$ cat src/rtl/tapc_pkg.sv
// Shared types and constants for the tracker announce peer collector.
package tapc_pkg;

    typedef struct packed {
        logic [7:0] rx_byte;
        logic       end_of_packet;
    } in_item_t;

    typedef struct packed {
        logic        kind;
        logic [31:0] peer_addr;
        logic [15:0] peer_port_num;
        logic [5:0]  peer_slot;
        logic [2:0]  status;
        logic [31:0] interval_secs;
        logic [31:0] leecher_count;
        logic [31:0] seeder_count;
        logic [6:0]  peers_stored;
        logic        trailing_bytes;
        logic        last;
    } out_item_t;

    typedef struct packed {
        logic [31:0] addr;
        logic [15:0] port;
    } peer_t;

    typedef struct packed {
        logic [7:0] rec_byte;
        logic [2:0] rec_idx;
        logic       cmp_en;
        logic       shift_en;
    } cell_ctl_t;

    localparam int unsigned HDR_LEN       = 20;
    localparam int unsigned HDR_WORDS     = 5;
    localparam logic [2:0]  REC_LAST_IDX  = 3'd5;
    localparam logic [7:0]  LOOPBACK_OCTET = 8'd127;

    localparam logic [31:0] ACTION_ANNOUNCE = 32'd1;
    localparam logic [31:0] ACTION_ERROR    = 32'd3;

    localparam logic KIND_PEER    = 1'b0;
    localparam logic KIND_SUMMARY = 1'b1;

    localparam logic [2:0] ST_OK         = 3'd0;
    localparam logic [2:0] ST_SHORT      = 3'd1;
    localparam logic [2:0] ST_TRACKER_ERR = 3'd2;
    localparam logic [2:0] ST_BAD_ACTION = 3'd3;
    localparam logic [2:0] ST_TXID_BAD   = 3'd4;

    localparam logic CFG_EXPECTED_TXID = 1'b0;
    localparam logic CFG_PEER_LIMIT    = 1'b1;

    localparam logic [6:0] PEER_LIMIT_RESET = 7'd64;

endpackage

$ cat src/rtl/tapc_cell.sv
// One table cell: holds a stored peer, matches incoming record bytes, shifts on append.
module tapc_cell (
    input  logic              aclk,
    input  tapc_pkg::cell_ctl_t ctl,
    input  logic              live,
    input  tapc_pkg::peer_t   peer_in,
    output tapc_pkg::peer_t   peer_out,
    input  logic              hit_in,
    output logic              hit_out
);
    import tapc_pkg::*;

    peer_t      entry_reg;
    logic       match_reg;
    logic [7:0] sel_byte;
    logic       prefix;
    logic       hit_local;

    always_comb begin
        case (ctl.rec_idx)
            3'd0: sel_byte = entry_reg.addr[31:24];
            3'd1: sel_byte = entry_reg.addr[23:16];
            3'd2: sel_byte = entry_reg.addr[15:8];
            3'd3: sel_byte = entry_reg.addr[7:0];
            3'd4: sel_byte = entry_reg.port[15:8];
            3'd5: sel_byte = entry_reg.port[7:0];
            default: sel_byte = 8'h00;
        endcase
    end

    assign prefix    = (ctl.rec_idx == 3'd0) | match_reg;
    assign hit_local = live & prefix & (sel_byte == ctl.rec_byte);
    assign hit_out   = hit_in | hit_local;
    assign peer_out  = entry_reg;

    always_ff @(posedge aclk) begin
        if (ctl.cmp_en) begin
            match_reg <= hit_local;
        end
        if (ctl.shift_en) begin
            entry_reg <= peer_in;
        end
    end

endmodule

$ cat config.mk
export PLATFORM = sky130hd
export DESIGN_NAME = tapc_cell
export DESIGN_NICKNAME = d
export VERILOG_FILES = /design/src/rtl/tapc_pkg.sv /design/src/rtl/tapc_cell.sv
export SDC_FILE = /design/constraint.sdc
export NUM_CORES = 1
export LEC_CHECK = 0
export BUFFER_PORTS_ARGS = -buffer_cell sky130_fd_sc_hd__buf_2
export CAP_MARGIN = 20
export CELL_PAD_IN_SITES_DETAIL_PLACEMENT = 0
export CELL_PAD_IN_SITES_GLOBAL_PLACEMENT = 1
export CORE_UTILIZATION = 34
export CTS_CLUSTER_DIAMETER = 50
export DETAILED_ROUTE_END_ITERATION = 8
export PLACE_DENSITY = 0.87
export SLEW_MARGIN = 10
export SYNTH_ARGS = -nofsm -noshare
export SYNTH_HDL_FRONTEND = slang
export SYNTH_SLANG_ARGS = --single-unit
$ cat constraint.sdc
create_clock -name aclk -period 2.1 [get_ports aclk]
set_input_delay 0.21 -clock aclk [delete_from_list [all_inputs] [get_ports aclk]]
set_output_delay 0.21 -clock aclk [all_outputs]
set_load 0.05 [all_outputs]
* Word-level counts from Yosys, hierarchy flattened *
Index checks and enable logic that the tools add are counted.

storage, ports and cells
  register bits after elaboration = 49
  input bits = 64
  output and inout bits = 49

cells by class
  bitwise gates (word level) = 4
  eq/ne operators = 6
  muxes and demuxes = 1
  reduce and logical (&&, ||, !) cells = 1

operators by type and width
  kind                number
  $pmux 8 s6          1
  $eq 8x8->1          1
  $eq 3x2->1 const B  2
  $eq 3x3->1 const B  2
  $eq 3x1->1 const B  1
  $logic_not 3->1     1
  $and 1x1->1         2
  $or 1x1->1          2

* Longest topological paths before layout *
  depth in word-level cells = 5
  depth in mapped cells = 7
  mapped depth without buffers = 5

* Worst setup path after synthesis *
Ideal clock, no wire load.

  kind = flip-flop to output port
  from = register entry_reg, in the netlist peer_out[16]
  to = output port hit_out
  arrival time = 2.832 ns
  stages on the path, launching flop included = 6
  data required time = 1.890 ns
  path slack = -0.942 ns
  path through = edfxtp_1 > mux2i_1 > mux4_2 > xnor2_2 > or4_4 > o41ai_2

between the ends
  longest elaborated chain between the ends = 4

RTL lines
  element                   line             text
  start: declaration        tapc_cell.sv:13  peer_t entry_reg;
  start signal: assignment  tapc_cell.sv:41  entry_reg <= peer_in;
  $pmux 8 s6                tapc_cell.sv:20  case (ctl.rec_idx)
  $eq 8x8->1                tapc_cell.sv:32  assign hit_local = live & prefix & (sel_byte == ctl.rec_byte);
  $and 1x1->1               tapc_cell.sv:32
  $or 1x1->1                tapc_cell.sv:33  assign hit_out = hit_in | hit_local;
  end: declaration          tapc_cell.sv:9   output logic hit_out

Every way passes these cells.

* Final worst setup path *
  from = register entry_reg, in the netlist peer_out[20]
  to = output port hit_out

The elaborated chain is that of the path after synthesis.

==> flow_summary.toml <==
[layout]
drive_above_1_share = 0.6295
largest_reg_flops = 48
fin_cells = 323
antenna_cells = 0
fin_nets = 316
final_util = 0.5229
area_growth_pct = 44.11

[critical_path]
crit_chain = "mux4_2 > a22oi_2 > xnor2_1 > or4_4 > o41ai_4 > buf_6"
cp-end-kind = "primary output"
required_ns = 1.89
critPathBufInv = 1
cpPeakStageDelay_ns = 0.56
cp_top_family = "simple AND/OR/NAND/NOR gates"
path_max_fanout = 2
crit_type = "reg -> out"
slowest_stage = "or4_4"
critPathLaunchType = "register"
cp.arrival_ns = 2.41

[drt]
ant_nets = 0
dr.first_iter.drc_count = 67
routed_wl_um = 4890
avgViaCountPerCell = 4.697
drc = 0
drt_first_pass_iters = 4
avgRoutedWirePerCell_um = 15.14
route.vias.total = 1517

[cts]
cts.htree.levels = 2
cts_buffers = 5
cts_sinks = 49
cts_tree = "yes"
holdBufCountCts = 0
clkLatencyLatePin_ns = 0.29
cts.clk_slew.worst_paths_ns = 0.08
clock_path_buffers = 2
cts_root_buf = "clkbuf_8"

[floorplanning]
coreArea_um2 = 5675
rows = 27
start_util = 0.3629
die_area_um2 = 6373
dieWidth_um = 79.83
boundaryPins = 113
die-height_um = 79.83

[pwr]
leakage_nw = 1.314
vdd_drop_max_v = 0.0003337
power_per_cell_area_nw_per_um2 = 773.9

[placed_design]
io_buffers = 112
hpwl_um = 3935
dp_cells = 315
gp_congestion = 0.7710

[sta]
worst_pin_slew_ns = 0.5392
finalMaxSlewViolations = 0
skew_ns = 0.002430
fmax_mhz = 382.2
timing.hold.ws_ns = 0.08539
rsz0062_at_grt = "yes"
layout_setup_ws_ns = -0.5165
relSlewSlack = 0.6406
fin_crit_sh = 1.246
fin_crit_ns = 2.616
final-setup-viol-count = 1
hold_viol = 0

[synth]
yosys_warnings = 0
syn_avg_cell_area_um2 = 17.91
syn-num-nets = 179
synth.cell_area_um2 = 2059
synthCells = 115
synth.distinct_cells = 34
yosysSeqAreaShare = 0.7145
ys_seq_elements = 49

[worst_hold_path]
min_path_type = "in -> reg"

[grt]
grt_pass1_vias = 1513
grt_pass1_wl_um = 7162
overflow = 0
grt_max_degree = 27
track_usage = 0.1538
antenna_found_initial = 0

[outcome]
violations = "negative setup slack"
status = "finished, violations left"

[flow_run]
max_cap_viol_count = 0
worst paths after layout:
kind	start	endpoint	slack [ns]	depth (start not counted)
max	peer_out[20]	hit_out	-0.52	6
max reg2reg	peer_out[20]	match_reg	0.03	5
min	peer_in[47]	peer_out[47]	0.09	1
min reg2reg	match_reg	match_reg	0.92	3
metrics by stage:
stage / setup slack (ns) / TNS, ns / power (mW) / area (um2)
floorplan: -0.6439 / -0.7750 / 1.607 / 2071
global placement: -0.3058 / -0.3752 / 1.807 / 2859
detailed placement: -0.3308 / -0.4255 / 1.814 / 2859
CTS: -0.5325 / -0.5325 / 2.322 / 2959
global route: -0.5939 / -0.6259 / 2.388 / 2968
finish: -0.5165 / -0.5165 / 2.297 / 2968
layout by cell type, fill, tap and decap left out, types with 2 or more instances in the layout:
| cell type | count |
|---|---|
| buf_4 | 22 |
| mux4_2 | 5 |
| o22ai_1 | 2 |
| clkbuf_8 | 5 |
| nor3_1 | 3 |
| nand2b_1 | 3 |
| edfxtp_1 | 49 |
| o21ai_0 | 2 |
| nor2_1 | 5 |
| a22oi_2 | 2 |
| buf_2 | 111 |
| inv_1 | 2 |
| mux2_2 | 3 |
| and3_1 | 2 |
| mux2i_1 | 10 |
| a22oi_1 | 2 |
| xnor2_1 | 2 |
timing repair:
action / 4_1_cts / 5_1_grt
gates cloned: 0 / 0
endpoints found under the setup margin: 2 / 2
buffers inserted: 2 / 0
gates resized for setup: 3 / 2
pin swaps: 0 / 1
metal layers:
layer | vias to the layer above | track usage | part of all wire | routed length (um)
met5 | - | 0 | 0 | 0
met3 | 6 | 0.03314 | 0.074 | 361
met4 | 0 | 0.06964 | 0.011 | 53
li1 | 725 | - | - | -
met1 | 717 | 0.1764 | 0.40 | 1945
met2 | 69 | 0.2726 | 0.52 | 2528
report_power, final:
part           total [mW]  internal [mW]  switching (mW)
Sequential           1.20           1.16          0.0361
Combinational       0.600          0.202           0.398
Clock               0.499          0.219           0.280
Total                2.30           1.58           0.714
cell type report:
class                           instances  area (um2)
Fill cell                             508        2708
Inverter                                2       7.507
Multi-Input combinational cell         59       573.1
Timing Repair Buffer                  135       752.0
Tap cell                               72       90.09
Clock buffer                            5       68.82
Clock inverter                          1       5.005
Sequential cell                        49        1471
worst reg2reg max path, stage by stage, from the launching register on:
cell and delay (ns):
edfxtp_1 0.39, mux4_2 0.49, a22oi_2 0.14, xnor2_1 0.09
or4_4 0.56, nor4_1 0.21
cell families (layout without fill, tap and decap cells):
| family | after synthesis | count (layout) | share of synthesized area |
|---|---|---|---|
| flops | 49 | 49 | 0.7145 |
| simple gates | 21 | 21 | 0.05953 |
| mux | 20 | 20 | 0.1324 |
| compound gates | 14 | 14 | 0.05347 |
| buf+inv | 7 | 143 | 0.01944 |
| xor+xnor | 4 | 4 | 0.02066 |
synth_stat cells, drive strengths merged:
cell type   n  area, um2
mux2        5      60.05
and2b       1      8.760
nor2        5      18.77
o21a        1      7.510
xor2        1      8.760
inv         2      7.510
nand2b      3      18.77
o211ai      1      7.510
buf         4      28.78
a21oi       1      5.000
clkbuf      1      3.750
o22ai       2      12.51
o31a        1      8.760
mux2i      10      100.1
xnor2       3      33.79
nand2       1      3.750
and2        2      12.51
nor3        3      15.01
or4         1      11.26
o21bai      1      7.510
nor4        2      12.51
o41ai       1      16.27
or3b        1      8.760
o21ai       2      10.01
a22oi       4      35.03
and3        2      12.51
mux4        5      112.6
edfxtp     49       1471
Power figures use the tool's default switching activity.
