File: config.mk
export PLATFORM = sky130hd
export DESIGN_NAME = tapc_out_buf
export DESIGN_NICKNAME = d
export VERILOG_FILES = /design/src/rtl/tapc_pkg.sv /design/src/rtl/tapc_out_buf.sv
export SDC_FILE = /design/constraint.sdc
export NUM_CORES = 1
export LEC_CHECK = 0
export BUFFER_PORTS_ARGS = -buffer_cell sky130_fd_sc_hd__buf_2
export CAP_MARGIN = 10
export CORE_AREA = 2 2 192 194
export DETAILED_ROUTE_END_ITERATION = 7
export DIE_AREA = 0 0 194 196
export PLACE_DENSITY = 0.67
export SYNTH_ARGS = -nofsm -noshare
export SYNTH_HDL_FRONTEND = slang
export SYNTH_SLANG_ARGS = --single-unit
File: constraint.sdc
create_clock -name aclk -period 5.2 [get_ports aclk]
set_input_delay 0.26 -clock aclk [delete_from_list [all_inputs] [get_ports aclk]]
set_output_delay 0.26 -clock aclk [all_outputs]
set_load 0.01 [all_outputs]
File: src/rtl/tapc_pkg.sv
// Shared types and constants for the tracker announce peer collector.
package tapc_pkg;

    typedef struct packed {
        logic [7:0] rx_byte;
        logic       end_of_packet;
    } in_item_t;

    typedef struct packed {
        logic        kind;
        logic [31:0] peer_addr;
        logic [15:0] peer_port_num;
        logic [5:0]  peer_slot;
        logic [2:0]  status;
        logic [31:0] interval_secs;
        logic [31:0] leecher_count;
        logic [31:0] seeder_count;
        logic [6:0]  peers_stored;
        logic        trailing_bytes;
        logic        last;
    } out_item_t;

    typedef struct packed {
        logic [31:0] addr;
        logic [15:0] port;
    } peer_t;

    typedef struct packed {
        logic [7:0] rec_byte;
        logic [2:0] rec_idx;
        logic       cmp_en;
        logic       shift_en;
    } cell_ctl_t;

    localparam int unsigned HDR_LEN       = 20;
    localparam int unsigned HDR_WORDS     = 5;
    localparam logic [2:0]  REC_LAST_IDX  = 3'd5;
    localparam logic [7:0]  LOOPBACK_OCTET = 8'd127;

    localparam logic [31:0] ACTION_ANNOUNCE = 32'd1;
    localparam logic [31:0] ACTION_ERROR    = 32'd3;

    localparam logic KIND_PEER    = 1'b0;
    localparam logic KIND_SUMMARY = 1'b1;

    localparam logic [2:0] ST_OK         = 3'd0;
    localparam logic [2:0] ST_SHORT      = 3'd1;
    localparam logic [2:0] ST_TRACKER_ERR = 3'd2;
    localparam logic [2:0] ST_BAD_ACTION = 3'd3;
    localparam logic [2:0] ST_TXID_BAD   = 3'd4;

    localparam logic CFG_EXPECTED_TXID = 1'b0;
    localparam logic CFG_PEER_LIMIT    = 1'b1;

    localparam logic [6:0] PEER_LIMIT_RESET = 7'd64;

endpackage

File: src/rtl/tapc_out_buf.sv
// Two-entry result buffer that lets one input item yield up to two result items.
module tapc_out_buf (
    input  logic                aclk,
    input  logic                aresetn,
    input  logic                push,
    input  logic                has0,
    input  logic                has1,
    input  tapc_pkg::out_item_t res0,
    input  tapc_pkg::out_item_t res1,
    output logic                can_push,
    output logic                m_valid,
    input  logic                m_ready,
    output tapc_pkg::out_item_t m_data
);
    import tapc_pkg::*;

    logic      out_v_reg, out_v_next;
    logic      pend_v_reg, pend_v_next;
    out_item_t out_reg, out_next;
    out_item_t pend_reg, pend_next;

    assign can_push = !pend_v_reg && (!out_v_reg || m_ready);
    assign m_valid  = out_v_reg;
    assign m_data   = out_reg;

    always_comb begin
        out_v_next  = out_v_reg;
        pend_v_next = pend_v_reg;
        out_next    = out_reg;
        pend_next   = pend_reg;
        if (push) begin
            out_v_next  = has0;
            out_next    = res0;
            pend_v_next = has1;
            pend_next   = res1;
        end else if (out_v_reg && m_ready) begin
            if (pend_v_reg) begin
                out_next    = pend_reg;
                pend_v_next = 1'b0;
            end else begin
                out_v_next = 1'b0;
            end
        end
    end

    always_ff @(posedge aclk) begin
        if (!aresetn) begin
            out_v_reg  <= 1'b0;
            pend_v_reg <= 1'b0;
        end else begin
            out_v_reg  <= out_v_next;
            pend_v_reg <= pend_v_next;
        end
        out_reg  <= out_next;
        pend_reg <= pend_next;
    end

endmodule
Word-level counts from Yosys, hierarchy flattened
Index checks and enable logic that the tools add are counted.

Flip-flop bits (word level): 328. Word-level logic and storage cells: 42. Bits of input ports: 332. Output and inout bits: 165.

Muxes and demuxes: 8. Reductions and logical operators: 9. Equality and inequality tests: 1.

Operators with widths (count): $mux 163 (3); $mux 1 (5); $reduce_and 2->1 (2); $reduce_bool 2->1 (2); $logic_and 1x1->1 (2); $logic_not 1->1 (2); $ne 2x2->1 const B (1); $logic_or 1x1->1 (1).

Depth between registers and ports, before layout
Gate-level depths: netlist (run 1).

Word-level depth: 3. Depth in mapped cells: 4. Depth with buffers taken out: 3.

Worst setup path after synthesis (run 1)
OpenSTA, ideal clock, no wires.

Path type: input -> register. Start point: input port push. End point: register out_reg (netlist bit m_data[0]), enable pin. Arrival: 3.998 ns. Path buffers: 1. Cell stages on the path: 3. Required time: 4.670 ns. Library setup time: 0.530 ns. Slack: 0.673 ns. Path through: buf_4 -> inv_1 -> nand2_1.

Longest elaborated chain between the ends: 2. Elaborated cells on any way between the ends: 3. Classes of those cells: 3 x reduce/logical.

Ends and longest elaborated chain: start, declared (line tapc_out_buf.sv:5) `input logic push,`; $reduce_bool 2->1 (no source line); $reduce_and 2->1 (no source line) *; end signal, assigned (line tapc_out_buf.sv:54) `out_reg <= out_next;`; end, declared (line tapc_out_buf.sv:19) `out_item_t out_reg, out_next;`.

Every way passes the cells marked *; elsewhere a longest branch is shown, timed or not. A chain may end at the register's enable or synchronous reset.

Worst setup path in the final report (run 1)
Start point: register out_v_reg (netlist: m_valid). End point: register out_reg (netlist bit m_data[75]), enable pin.

Longest elaborated chain between the ends: 3.

Ends and longest elaborated chain: start, declared (line tapc_out_buf.sv:17) `logic out_v_reg, out_v_next;`; start signal, assigned (line tapc_out_buf.sv:51) `out_v_reg <= out_v_next;`; $logic_and 1x1->1 (line tapc_out_buf.sv:36) `end else if (out_v_reg && m_ready) begin`; $reduce_bool 2->1 (no source line); $reduce_and 2->1 (no source line).

No other way between the ends.

==> results of run 1 <==
## final timing paths
| check | slack (ns) | start | depth (start not counted) | to |
|---|---|---|---|---|
| max | 2.99 | m_valid | 3 | m_data[75] |
| min | 0.04 | res0[3] | 2 | m_data[3] |
| max reg2reg | 2.99 | m_valid | 3 | m_data[75] |
| min reg2reg | 0.53 | pend_v_reg | 2 | pend_v_reg |
## kinds of logic (layout without fill, tap and decap cells)
family / after synthesis / count (layout) / synth area share [%]
other: 0 / 3 / 0
buffers and inverters: 20 / 744 / 1.286
AO/OA/AOI/OAI: 4 / 4 / 0.2318
AND/OR/NAND/NOR: 6 / 6 / 0.2108
multiplexers: 163 / 163 / 15.46
flip-flops: 328 / 328 / 82.81
## through the flow
step / power (W) / utilization [%] / setup WS [ns] / instance area, sq um
final: 0.006312 / 49.33 / 2.989 / 17800
after global routing: 0.006548 / 49.33 / 2.802 / 17800
after CTS: 0.006391 / 49.31 / 2.936 / 17790
after detailed placement: 0.003766 / 41.20 / 2.644 / 14870
after global placement: 0.003744 / 41.20 / 2.625 / 14870
after floorplan: 0.003479 / - / 0.6726 / 11870
## critical path: cells and delay by family, from the launching register on
family / cells / cell delay (ns)
buffers and inverters: 1 / 0.50
flip-flops: 1 / 0.38
AND/OR/NAND/NOR: 2 / 0.84
## cells in the final DEF, fill, tap and decap left out
cell / instances
a21boi_0: 2
a21oi_1: 1
buf_12: 2
buf_2: 495
buf_4: 2
buf_8: 1
bufinv_16: 4
clkbuf_1: 9
clkbuf_16: 37
clkinv_1: 8
clkinv_2: 4
clkinv_4: 1
clkinvlp_4: 1
dfxtp_1: 2
diode_2: 3
dlygate4sd3_1: 178
edfxtp_1: 326
inv_1: 2
mux2_2: 163
nand2_1: 3
nand2_4: 1
nand3_1: 2
o211ai_1: 1
## layer usage
layer	up-vias	global-route usage (%)
li1	3485	-
met5	-	0
met3	53	5.295
met4	2	6.229
met1	3551	17.17
met2	365	27.77
## where the power goes
group	leakage [nW]	switching (W)	total, W	internal (W)
combinational	3.40	0.000268	0.000609	0.000342
sequential	3.21	0.0000550	0.00321	0.00315
clock	0.556	0.000991	0.00249	0.00150
total	7.16	0.00131	0.00631	0.00500
## cell type report
type / instances / area [sq um]
sequential: 328 / 9829
inverter: 2 / 7.507
clock inverter: 18 / 186.4
fill: 2969 / 18280
timing repair buffer: 678 / 4329
multi-input combinational: 173 / 1896
clock buffer: 46 / 959.7
antenna: 3 / 7.507
tap: 468 / 585.6
## what timing repair did
action,4_1_cts,5_1_grt
resized for setup,0,0
hold buffers,178,0
endpoints found under the hold margin,178,0
==> impl_metrics.env, run 1 <==
export IMPL_status="completed"
export IMPL_path_class="reg -> reg"
export IMPL_fin_tns_setup_ns=0
export IMPL_slew_violations=0
export IMPL_power_leakage_nw=7.159
export IMPL_cpPeakStageDelay_ns=0.69
export IMPL_met2WireLength_um=15760
export IMPL_worstSkewPairLatency_ns=0.52
export IMPL_ys_warn_count=0
export IMPL_area_growth_pct=49.96
export IMPL_firstDrtPassIters=4
export IMPL_max_slew_margin_pct=26.73
export IMPL_synthFlopType="edfxtp_1"
export IMPL_crit_required_ns=5.36
export IMPL_ioPinCount=497
export IMPL_route_detailed_drc=0
export IMPL_async_reset_ff_share_pct=0
export IMPL_synth_top_area_share_pct=82.47
export IMPL_fin_skew_ns=0.01399
export IMPL_wl_met3_um=2772
export IMPL_fp_coreArea_sq_mm=0.03608
export IMPL_post_route_period_util_pct=42.52
export IMPL_crit_fanout=99
export IMPL_drv_cap=0
export IMPL_start_kind="register"
export IMPL_instances_no_fill=1716
export IMPL_wl_per_cell_um=17.95
export IMPL_antenna_found_initial=4
export IMPL_dieArea_sq_mm=0.03802
export IMPL_drive_above_1_share_pct=57.11
export IMPL_grt_pass1_wl_um=45410
export IMPL_cp_end_kind="register"
export IMPL_synth_area_top_cells="edfxtp_1, mux2_2, buf_4"
export IMPL_row_count=70
export IMPL_postSynthCellCount=521
export IMPL_portBuffers=496
export IMPL_synth_edf_count=326
export IMPL_synth_seq_cells=328
export IMPL_dp_hpwl_um=20120
export IMPL_worst_slew_pin_slew_ns=1.099
export IMPL_ctsRootBufferMaster="clkbuf_16"
export IMPL_top_layer="met5"
export IMPL_grt_usage_pct=15.62
export IMPL_fin_crit_ns=2.211
export IMPL_clock_sinks=328
export IMPL_syn_nets=853
export IMPL_powerDensity_mw_per_mm2=354.6
export IMPL_wl_met1_um=11480
export IMPL_hold_path_class="in -> reg"
export IMPL_vdd_ir_drop_max_mv=0.3193
export IMPL_first_iter_violations=254
export IMPL_rsz0062_at_grt="false"
export IMPL_routabilityCongestion=0.7604
export IMPL_synth_avg_cell_area_sq_um=22.78
export IMPL_cp_arrival_ns=2.37
export IMPL_vias_per_cell=4.345
export IMPL_clk_pin_slew_worst_paths_ns=0.06
export IMPL_synthTopCellsByCount="edfxtp_1, mux2_2, buf_4"
export IMPL_initial_core_util_pct=32.90
export IMPL_synth_top_area_cell="edfxtp_1"
export IMPL_finalWirelength_um=30810
export IMPL_worstPathCellList="nand3_1, nand2_4, buf_12"
export IMPL_postCtsSetupBuffers=0
export IMPL_fin_nets=1552
export IMPL_ant_nets=0
export IMPL_final_hold_viol_count=0
export IMPL_cts_path_max_buffers=3
export IMPL_synthDistinctLibCells=12
export IMPL_yosysMostFrequentCell="edfxtp_1"
export IMPL_setup_violations=0
export IMPL_htree_levels=2
export IMPL_dp_cells=1471
export IMPL_crit_slowest_cell="nand2_4"
export IMPL_grt_pass1_vias=8265
export IMPL_cts_tree="yes"
export IMPL_cts_inserted_buffers=37
export IMPL_syn_area_sq_mm=0.01187
export IMPL_dieWidth_um=194
export IMPL_via_count=7456
export IMPL_whs_ns=0.04125
export IMPL_ys_seq_area_share_pct=82.81
export IMPL_max_freq_mhz=452.3
export IMPL_grt_max_degree=166
export IMPL_die_height_um=196
export IMPL_overflow=0
(Power assumes the default switching activity.)
==> run 2: changes to the inputs <==
--- a/config.mk
+++ b/config.mk
@@ -7,10 +7,10 @@
 export LEC_CHECK = 0
 export BUFFER_PORTS_ARGS = -buffer_cell sky130_fd_sc_hd__buf_2
 export CAP_MARGIN = 10
-export CORE_AREA = 2 2 192 194
+export CORE_AREA = 2 2 191 193
 export DETAILED_ROUTE_END_ITERATION = 7
-export DIE_AREA = 0 0 194 196
-export PLACE_DENSITY = 0.67
+export DIE_AREA = 0 0 193 195
+export PLACE_DENSITY = 0.69
 export SYNTH_ARGS = -nofsm -noshare
 export SYNTH_HDL_FRONTEND = slang
 export SYNTH_SLANG_ARGS = --single-unit
==> constraint.sdc (replaced) <==
create_clock -name aclk -period 2 [get_ports aclk]
set_input_delay 0.1 -clock aclk [delete_from_list [all_inputs] [get_ports aclk]]
set_output_delay 0.1 -clock aclk [all_outputs]
set_load 0.01 [all_outputs]
==> impl_metrics.env, run 2 <==
export IMPL_ys_seq_area_share_pct=82.81
export IMPL_ioPinCount=497
export IMPL_synth_top_family_by_area="multiplexers"
export IMPL_synth_seq_cells=328
export IMPL_initial_core_util_pct=33.53
export IMPL_htree_levels=2
export IMPL_synthTopCellsByCount="edfxtp_1, mux2_2, buf_4"
export IMPL_die_height_um=195
export IMPL_cts_path_max_buffers=3
export IMPL_synth_top_area_share_pct=82.47
export IMPL_synthDistinctLibCells=12
export IMPL_synth_xor_area_share_pct=0
export IMPL_dp_hpwl_um=21800
export IMPL_status="did not finish"
export IMPL_async_reset_ff_share_pct=0
export IMPL_yosys_area_share_adder_pct=0
export IMPL_hold_buffers=309
export IMPL_ctsRootBufferMaster="clkbuf_16"
export IMPL_ys_warn_count=0
export IMPL_syn_area_sq_mm=0.01187
export IMPL_synth_top_area_cell="edfxtp_1"
export IMPL_row_count=69
export IMPL_routabilityCongestion=0.7898
export IMPL_postSynthCellCount=521
export IMPL_dieWidth_um=193
export IMPL_synthFlopType="edfxtp_1"
export IMPL_synthSimpleGateAreaFrac_pct=0.2108
export IMPL_error_line="[ERROR RSZ-0060] Max buffer count reached."
export IMPL_stop_stage="clock tree synthesis (4_1_cts)"
export IMPL_synth_compound_area_share_pct=0.2319
export IMPL_portBuffers=496
export IMPL_postCtsSetupBuffers=0
export IMPL_clock_sinks=328
export IMPL_syn_nets=853
export IMPL_synth_area_top_cells="edfxtp_1, mux2_2, buf_4"
export IMPL_muxShareOfSynthArea_pct=15.46
export IMPL_synth_edf_count=326
export IMPL_yosysMostFrequentCell="edfxtp_1"
export IMPL_post_cts_resized=0
export IMPL_synth_avg_cell_area_sq_um=22.78
export IMPL_cts_inserted_buffers=35
run 2: cells by family after synthesis:
kind of cell           Yosys count
AND/OR/NAND/NOR                  6
multiplexers                   163
AO/OA/AOI/OAI                    4
buffers and inverters           20
flip-flops                     328
run 2: per-stage QoR:
step / instance area (sq um) / cells / setup slack (ns)
3_3_place_gp: 15110 / 1483 / 0.4089
3_5_place_dp: 15110 / 1483 / 0.3699
2_1_floorplan: 11890 / 521 / 0.2914
==> run 3: changes to the inputs <==
--- a/config.mk
+++ b/config.mk
@@ -7,10 +7,10 @@
 export LEC_CHECK = 0
 export BUFFER_PORTS_ARGS = -buffer_cell sky130_fd_sc_hd__buf_2
 export CAP_MARGIN = 10
-export CORE_AREA = 2 2 191 193
+export CORE_MARGIN = 2
+export CORE_UTILIZATION = 30
 export DETAILED_ROUTE_END_ITERATION = 7
-export DIE_AREA = 0 0 193 195
-export PLACE_DENSITY = 0.69
+export PLACE_DENSITY_LB_ADDON = 0.15
 export SYNTH_ARGS = -nofsm -noshare
 export SYNTH_HDL_FRONTEND = slang
 export SYNTH_SLANG_ARGS = --single-unit
==> constraint.sdc (replaced) <==
create_clock -name aclk -period 2.6 [get_ports aclk]
set_input_delay 0.13 -clock aclk [delete_from_list [all_inputs] [get_ports aclk]]
set_output_delay 0.13 -clock aclk [all_outputs]
set_load 0.01 [all_outputs]
==> impl_metrics.env, run 3 <==
export IMPL_cts_path_max_buffers=3
export IMPL_cts_inserted_buffers=38
export IMPL_row_count=72
export IMPL_hold_buffers=320
export IMPL_routabilityCongestion=0.7675
export IMPL_ys_seq_area_share_pct=82.81
export IMPL_postSynthCellCount=521
export IMPL_ys_warn_count=0
export IMPL_initial_core_util_pct=30.57
export IMPL_syn_area_sq_mm=0.01187
export IMPL_synth_top_area_cell="edfxtp_1"
export IMPL_syn_nets=853
export IMPL_synth_seq_cells=328
export IMPL_ioPinCount=497
export IMPL_clock_sinks=328
export IMPL_synth_area_top_cells="edfxtp_1, mux2_2, buf_4"
export IMPL_portBuffers=496
export IMPL_synthDistinctLibCells=12
export IMPL_synth_edf_count=326
export IMPL_postCtsSetupBuffers=0
export IMPL_status="did not finish"
export IMPL_htree_levels=2
export IMPL_die_height_um=202.9
export IMPL_synth_avg_cell_area_sq_um=22.78
export IMPL_error_line="[ERROR RSZ-0060] Max buffer count reached."
export IMPL_dieWidth_um=202.9
export IMPL_synthTopCellsByCount="edfxtp_1, mux2_2, buf_4"
export IMPL_stop_stage="clock tree synthesis (4_1_cts)"
export IMPL_async_reset_ff_share_pct=0
export IMPL_ctsRootBufferMaster="clkbuf_16"
export IMPL_post_cts_resized=0
export IMPL_synthFlopType="edfxtp_1"
export IMPL_yosysMostFrequentCell="edfxtp_1"
export IMPL_synth_top_area_share_pct=82.47
export IMPL_dp_hpwl_um=22290
[run 3: cell counts after synthesis]
Identical to the previous run, type by type.
[run 3: cell families after synthesis]
group           count (synthesis)  synth area share (%)
flops                         328                 82.81
buf+inv                        20                 1.286
compound gates                  4                0.2318
simple gates                    6                0.2108
mux                           163                 15.46
[run 3: per-stage QoR]
step / hold WS [ns] / setup WS [ns] / cells / util [%] / cell area, sq um
2_1_floorplan: 0.2289 / 0.5022 / 521 / - / 11880
3_5_place_dp: 0.3081 / 0.8613 / 1530 / 38.74 / 15040
3_3_place_gp: 0.3063 / 0.8723 / 1530 / 38.74 / 15040
